**src/hw/rtl/rvd_pkg.sv**
```systemverilog
// rvd_pkg: shared widths, constants, beat structs and the arctangent table
// for the 2D vector rotator. No dependencies.
`timescale 1ns / 1ps

package rvd_pkg;

  // Q16.16 degree constants
  localparam int unsigned TURN_Q16      = 23592960;   // 360 deg
  localparam int unsigned HALF_TURN_Q16 = 11796480;   // 180 deg
  localparam int unsigned QUARTER_Q16   = 5898240;    // 90 deg

  // CORDIC gain 0.60725..., unsigned Q0.32
  localparam logic [31:0] GAIN_Q32 = 32'd2608131496;

  localparam int unsigned DEF_CORDIC_STAGES = 24;
  localparam int unsigned MAX_CORDIC_STAGES = 32;

  // Angle reduction: offset by 92 turns so the value is never negative,
  // then a restoring remainder over 8 quotient bits.
  localparam int unsigned REDUCE_STEPS = 8;
  localparam int unsigned REM_W        = 33;
  localparam logic [REM_W-1:0] REDUCE_OFFSET = 33'd2170552320;  // 92 turns

  localparam int unsigned XY_W = 42;  // 8 guard fraction bits plus growth
  localparam int unsigned Z_W  = 33;  // residual angle, 2^-24 degree units

  // atan(2^-i) in 2^-24 degree units
  localparam logic [29:0] ATAN_Q24 [MAX_CORDIC_STAGES] = '{
    30'd754974720, 30'd445687602, 30'd235489088, 30'd119537938,
    30'd60000934,  30'd30029717,  30'd15018523,  30'd7509720,
    30'd3754917,   30'd1877466,   30'd938734,    30'd469367,
    30'd234684,    30'd117342,    30'd58671,     30'd29335,
    30'd14668,     30'd7334,      30'd3667,      30'd1833,
    30'd917,       30'd458,       30'd229,       30'd115,
    30'd57,        30'd29,        30'd14,        30'd7,
    30'd4,         30'd2,         30'd1,         30'd0
  };

  // Beat moving down the angle reduction chain
  typedef struct packed {
    logic                   valid;
    logic [REM_W-1:0]       rem;
    logic signed [XY_W-1:0] x;
    logic signed [XY_W-1:0] y;
  } red_beat_t;

  // Beat moving down the CORDIC chain
  typedef struct packed {
    logic                   valid;
    logic                   flip;
    logic signed [Z_W-1:0]  z;
    logic signed [XY_W-1:0] x;
    logic signed [XY_W-1:0] y;
  } rot_beat_t;

endpackage

```
**src/hw/rtl/rvd_reduce_cell.sv**
```systemverilog
// rvd_reduce_cell: one restoring step of the modulo-360 angle reduction.
// Depends on rvd_pkg.
`timescale 1ns / 1ps

module rvd_reduce_cell #(
  parameter int unsigned K = 0
) (
  input  logic               clk_i,
  input  logic               rst_ni,
  input  rvd_pkg::red_beat_t beat_i,
  output rvd_pkg::red_beat_t beat_o
);
  import rvd_pkg::*;

  localparam logic [REM_W-1:0] STEP = REM_W'(64'(TURN_Q16) << K);

  red_beat_t beat_d, beat_q;

  always_comb begin
    beat_d = beat_i;
    if (beat_i.rem >= STEP) begin
      beat_d.rem = beat_i.rem - STEP;
    end
  end

  always_ff @(posedge clk_i or negedge rst_ni) begin
    if (!rst_ni) begin
      beat_q <= '0;
    end else begin
      beat_q <= beat_d;
    end
  end

  assign beat_o = beat_q;

endmodule

```
**config.mk**
```make
export PLATFORM = sky130hd
export DESIGN_NAME = rvd_reduce_cell
export DESIGN_NICKNAME = d
export VERILOG_FILES = /design/src/hw/rtl/rvd_pkg.sv /design/src/hw/rtl/rvd_reduce_cell.sv
export SDC_FILE = /design/constraint.sdc
export NUM_CORES = 1
export LEC_CHECK = 0
export ABC_AREA = 1
export BUFFER_PORTS_ARGS = -buffer_cell sky130_fd_sc_hd__buf_2
export CORE_MARGIN = 4
export CORE_UTILIZATION = 44
export DETAILED_ROUTE_END_ITERATION = 16
export HOLD_SLACK_MARGIN = 0.03
export PLACE_DENSITY = 0.8
export SKIP_LAST_GASP = 1
export SLEW_MARGIN = 20
export SYNTH_ARGS = -nofsm -noshare
export SYNTH_HDL_FRONTEND = slang
export SYNTH_SLANG_ARGS = --single-unit
```
**constraint.sdc**
```tcl
create_clock -name clk_i -period 1.2 [get_ports clk_i]
set_clock_uncertainty 0.2 [all_clocks]
set_input_delay 0.12 -clock clk_i [delete_from_list [all_inputs] [get_ports clk_i]]
set_output_delay 0.12 -clock clk_i [all_outputs]
set_load 0.005 [all_outputs]
```
# --- Word level (Yosys, flattened, before mapping) ---
# Index checks and enable logic that the tools add are counted.
word_totals:
  input_bits: 120
  regBits: 118
classes:
  order_cmp: 1
  n_mux: 1
  add_sub_neg: 1
ops:
  columns: ["operator", "count"]
  rows:
  - ["$ge A33 B25 Y1 const B", 1]
  - ["$mux W33", 1]
  - ["$sub A33 B25 Y33 const B", 1]

# --- Logic depth before layout (Yosys ltp) ---
# Gate-level depths: netlist of run 1.
logic_depth:
  word_depth: 2
  mapped_depth: 12
  mapped_depth_nobuf: 11

# --- Worst setup path after synthesis of run 1 ---
# No wires, ideal clock.
synth_timing:
  kind: "input to register"
  from: "input port beat_i[103] (netlist bit)"
  to: "register beat_q, in the netlist beat_o[111]"
  path_slack_ns: -0.252
  required_ns: 0.881
  setup_ns: 0.119
  arrival_time_ns: 1.133
  stages: 11
  cell_sequence: "inv_1 ha_1 inv_1 nand3_2 nand2_1 nand2_2 nand4_1 clkinv_2 nand2_2 buf_6 and2_1"
synth_rtl:
  columns: ["element", "line_no", "rtl"]
  rows:
  - ["start, declared", "rvd_reduce_cell.sv:10", "input rvd_pkg::red_beat_t beat_i,"]
  - ["end signal, assigned", "rvd_reduce_cell.sv:30", "beat_q <= beat_d;"]
  - ["end, declared", "rvd_reduce_cell.sv:17", "red_beat_t beat_d, beat_q;"]

# --- Worst setup path after layout of run 1 ---
layout_timing:
  from: "register beat_q, in the netlist beat_o[18]"
  to: "output port beat_o[18] (netlist bit)"
layout_rtl:
  columns: ["element", "line_no", "rtl"]
  rows:
  - ["end, declared", "rvd_reduce_cell.sv:11", "output rvd_pkg::red_beat_t beat_o"]
# No word-level cell between the ends.

==> results by group, run 1 <==
Clock tree
  • Clock sink total: 118
  • Post-CTS Setup Inserts: 0
  • Worst-path clk slew: 0.06 ns
  • Clock root cell: clkbuf_8
  • CTS Buffer Depth: 2
  • CTS tree: yes
  • TritonCTS Buffers: 17
  • H-tree depth: 4

Pwr
  • VDD IR max: 0.983 mV
  • Leak: 3.71 nW
  • PD cells: 1540 nW/um^2

Logic synthesis
  • Yosys Warn Count: 0
  • Yosys reg bits: 118
  • Syn Inst Count: 257
  • Post-Syn Area per Cell: 14.0 um^2
  • Yosys top cell by area: dfrtp_1
  • Mapped cell area: 3600 um^2
  • Mapped Nets: 378
  • Commonest cells post-synth: 118 x dfrtp_1, 50 x nand2_1, 31 x inv_1, 15 x nor2_1, 13 x nand3_1
  • Sequential area share after synthesis: 81.9%
  • Top cells by area, synth: dfrtp_1 82%, nand2_1 5.2%, inv_1 3.2%
  • Synth top area share: 81.9%
  • Post-synth top flop: dfrtp_1
  • Post-synth cell types: 23
  • Most common cell in the netlist: dfrtp_1
  • Async SR Flop Fraction: 100%
  • Post-synth EDFFs: 0

Setup path
  • Worst Path Max Fanout: 1
  • Buf/Inv on CP: 1
  • Worst EP arrival: 1.10 ns
  • CP Capture Type: primary output
  • Setup crit start kind: register
  • CP max stage cell: dfrtp_1
  • Kind of cell adding the most delay to the critical path: flip-flops
  • Crit. path cell count: 1
  • Kind of critical path: reg2out
  • Crit path capture: beat_o[18]
  • Critical path origin: beat_o[18]
  • Max incr delay on CP: 0.43 ns
  • CP required: 0.88 ns
  • Cell Chain, Critical Path: buf_2

Floorplanning
  • Row count: 32
  • Core Region: 7850 um^2
  • Initial Util: 45.9%
  • Die W: 98.5 um
  • DIE AREA: 9700 um^2
  • Die Ht: 98.5 um
  • Boundary pin count: 238

Final layout
  • Layout Cells excl Fill: 784
  • Fillers: 319
  • Final #Nets: 786
  • Register Area: 2950 um^2
  • Synth-to-Final Area Change: 97.6%
  • Layout cells sized above 1: 46.8%
  • Post-route cell area: 7120 um^2
  • Max reg flops: 118
  • Multi-input gate area: 543 um^2

STA
  • Maximum clock rate: 0.706 GHz
  • Final WS setup: -0.216 ns
  • Final min period: 1.42 ns
  • Final setup fails: 126
  • Slew margin rel.: 68.4%
  • Pins Over Slew Limit: 0
  • Final Hold Fails: 9
  • Worst slew pin tran: 0.474 ns
  • Fin Setup TNS: -17.45 ns
  • Final period util: 118%
  • RSZ-0062 raised after global routing: yes
  • Hold slack: -0.477 ns

Routing
  • Drt first pass iters: 5
  • Routed WL per cell: 27.4 um
  • Via-to-Cell Ratio: 5.38
  • Routed Antenna Nets: 0
  • Final wirelength: 21,500 um
  • DRC: 0
  • DRT iter0 DRCs: 365
  • Vias: 4,219

GRT
  • Initial antenna violation count: 5
  • Vias in the first global route: 4,213
  • Total track usage: 38.6%
  • Congestion Overflow GR: 0
  • Global-route wire length before repair: 27,100 um
  • Pin count of the biggest net entering global routing: 84

Placement
  • Gpl congestion: 0.876
  • Port buffer count: 237
  • Post-DP Area: 5230 um^2
  • Pre-CTS setup slack: -0.376 ns
  • Post-DP HPWL: 9000 um
  • Dpl cells: 630

Run status
  • Failing checks: hold timing, setup timing
  • Outcome: finished with violations

Worst hold path
  • HP Class: in2reg

Flow run
  • Max_cap viols: 0
==> metal layers <==
metal  global-route usage (%)  vias to the layer above  share of wire [%]
li1                         -                     1607                  -
met1                     42.4                     2006                 31
met2                     63.8                      438                 48
met4                     25.5                        2                 10
met5                        0                        -              0.046
met3                     13.0                      166                 10
==> what timing repair did <==
action,CTS,global route
endpoints found under the hold margin,236,26
setup endpoints to repair,118,132
pin swaps,0,6
resized for setup,2,20
hold buffers,105,20
==> final cells by class <==
type	count	share of cell area, %
Multi-Input combinational cell	105	7.62
Antenna cell	5	0.176
Clock inverter	14	2.48
Tap cell	102	1.79
Inverter	33	2.06
Sequential cell	118	41.5
Clock buffer	17	5.82
Timing Repair Buffer	390	38.6
==> through the flow <==
stage	utilization, %	hold slack [ns]	total power, mW
detailed placement	66.6	-0.00583	5.17
global route	90.8	-0.477	11.2
CTS	87.7	-0.483	10.5
global placement	66.6	-0.0164	5.13
finish	90.8	-0.477	11.0
floorplan	-	-0.376	4.49
==> layout by cell type, fill, tap and decap left out, drive strengths merged, types with 5 or more instances in the layout <==
master,synthesis,final
buf,1,272
dfrtp,118,118
dlygate4sd3,0,118
nand2,52,52
inv,32,37
nor2,18,18
clkbuf,0,17
nand3,15,15
diode,0,5
xor2,5,5
clkinvlp,0,5
==> logic make-up after synthesis <==
kind of cell	synth area share, %
AO/OA/AOI/OAI	0.972
XOR/XNOR	1.70
adder cells (fa/ha/maj)	0.347
buffers and inverters	3.78
flip-flops	81.9
AND/OR/NAND/NOR	11.3
==> report_power, final <==
part	internal [mW]	total, mW	switching [mW]
Sequential	4.20	4.31	0.114
Clock	3.18	5.30	2.12
Combinational	0.706	1.36	0.657
Total	8.08	11.0	2.89
==> worst min path at each step <==
stage | slack [ns] | depth (start not counted) | end | from
floorplan | -0.38 | 0 | beat_o[0] | rst_ni
global placement | -0.02 | 2 | beat_o[110] | rst_ni
detailed placement | -0.006 | 2 | beat_o[81] | rst_ni
CTS | -0.48 | 1 | beat_o[101] | beat_i[101]
global route | -0.48 | 1 | beat_o[91] | beat_i[91]
finish | -0.48 | 1 | beat_o[91] | beat_i[91]
No activity file was read; power rests on OpenSTA's default activity.
==> run 2: changes to the inputs <==
Settings changed: SKIP_CTS_REPAIR_TIMING set to 1.
==> run 2 against run 1 <==
The flow still finishes with violations (hold timing, setup timing). Utilization shrank 2.2 points. Total power shrank 1.6%. Non-clock buffer count shrank 7. Sequential share of layout area grew 1.0 points. Clock power shrank 1%. Critical path depth is the same. Die area is the same. First-iteration DRC count shrank 36%. Largest power group unchanged.
==> results by group, run 2 (synthesized netlist as in run 1, its figures left out) <==
Run status
  • Outcome: finished with violations
  • Failing checks: hold timing, setup timing

Floorplanning
  • Boundary pin count: 238
  • DIE AREA: 9700 um^2
  • Row count: 32
  • Core Region: 7850 um^2
  • Die Ht: 98.5 um
  • Initial Util: 45.9%
  • Die W: 98.5 um

Final layout
  • Layout cells sized above 1: 47.2%
  • Multi-input gate area: 527 um^2
  • Fillers: 339
  • Final Core Density: 88.6%
  • Most frequent cells in the layout: 233 x buf_2, 118 x dfrtp_1, 111 x dlygate4sd3_1, 50 x nand2_1, 34 x buf_4
  • # diodes: 0
  • Max reg flops: 118
  • Register Area: 2950 um^2
  • Final #Nets: 779
  • Synth-to-Final Area Change: 92.8%
  • Commonest non-fill, non-tap cell in the layout: buf_2

Routing
  • Vias: 3,908
  • Routed Antenna Nets: 0
  • Drt first pass iters: 6
  • Final wirelength: 18,600 um
  • Via-to-Cell Ratio: 5.06
  • Routed WL per cell: 24.0 um
  • DRC: 0
  • DRT iter0 DRCs: 233

Placement
  • Gpl congestion: 0.876
  • Post-DP HPWL: 9000 um
  • Pre-CTS setup slack: -0.376 ns
  • Port buffer count: 237

Setup path
  • CP required: 0.88 ns
  • Setup crit start kind: register
  • CP Capture Type: primary output
  • CP max stage cell: dfrtp_1
  • Max incr delay on CP: 0.46 ns
  • Worst Path Max Fanout: 1
  • Worst EP arrival: 1.17 ns
  • Kind of cell adding the most delay to the critical path: flip-flops
  • Cell Chain, Critical Path: buf_2
  • Kind of critical path: reg2out
  • Buf/Inv on CP: 1

STA
  • Final period util: 124%
  • Worst slew pin tran: 0.469 ns
  • RSZ-0062 raised after global routing: yes
  • Final min period: 1.49 ns
  • Final WS setup: -0.291 ns
  • Pins Over Slew Limit: 0
  • Slew margin rel.: 68.7%
  • Final Hold Fails: 26
  • Maximum clock rate: 0.671 GHz
  • Fin Setup TNS: -16.67 ns
  • Hold slack: -0.478 ns
  • Final setup fails: 119

Worst hold path
  • HP Class: in2reg

Clock tree
  • Clock sink total: 118
  • CTS tree: yes
  • H-tree depth: 4
  • CTS Buffer Depth: 2
  • Worst-path clk slew: 0.07 ns
  • Clock root cell: clkbuf_8
  • TritonCTS Buffers: 17

Pwr
  • PD cells: 1550 nW/um^2
  • Leak: 3.65 nW
  • Tot Pwr: 10.8 mW
  • VDD IR max: 1.40 mV

GRT
  • Total track usage: 25.4%
  • Initial antenna violation count: 0
  • Pin count of the biggest net entering global routing: 84
  • Congestion Overflow GR: 0
  • Global-route wire length before repair: 18,400 um
  • Vias in the first global route: 3,215

Flow run
  • Max_cap viols: 0
==> run 2: cell types whose count changed in the layout (fill, tap and decap cells not counted), sizes merged <==
cell	change
dlygate4sd3	-7
clkinv	+1
diode	-5
inv	-1
==> run 2: final timing paths <==
check / start / to / slack, ns / cells past startpoint
max: beat_o[54] / beat_o[54] / -0.29 / 1
min: beat_i[91] / beat_o[91] / -0.48 / 1
max in group asynchronous: rst_ni / beat_o[76] / 0.44 / 3
min in group asynchronous: rst_ni / beat_o[54] / -0.04 / 3
==> run 2: where the power goes <==
| part | total (mW) | internal [mW] | switching, mW |
|---|---|---|---|
| registers | 4.30 | 4.20 | 0.0957 |
| logic | 1.26 | 0.663 | 0.594 |
| clock network | 5.24 | 3.18 | 2.07 |
| total | 10.8 | 8.04 | 2.76 |
==> run 2: metal layers <==
| layer | vias up | part of all wire (%) | track usage (%) |
|---|---|---|---|
| met1 | 1912 | 35 | 25.7 |
| met4 | 0 | 6.4 | 11.3 |
| met3 | 98 | 8.3 | 9.84 |
| met5 | - | 0 | 0 |
| li1 | 1587 | - | - |
| met2 | 311 | 51 | 46.2 |
==> run 2: cell type report <==
cell class	count	area share [%]
Tap cell	102	1.84
Sequential cell	118	42.5
Clock buffer	17	5.96
Inverter	33	2.09
Clock inverter	14	2.54
Multi-Input combinational cell	105	7.58
Timing Repair Buffer	383	37.5
==> run 2: metrics by stage <==
| step | cells | hold slack (ns) | area (um^2) |
|---|---|---|---|
| after floorplan | 257 | -0.376 | 3640 |
| after global placement | 630 | -0.0164 | 5230 |
| after detailed placement | 630 | -0.00583 | 5230 |
| after CTS | 661 | -0.553 | 5820 |
| after global routing | 772 | -0.490 | 6950 |
| final | 772 | -0.478 | 6950 |
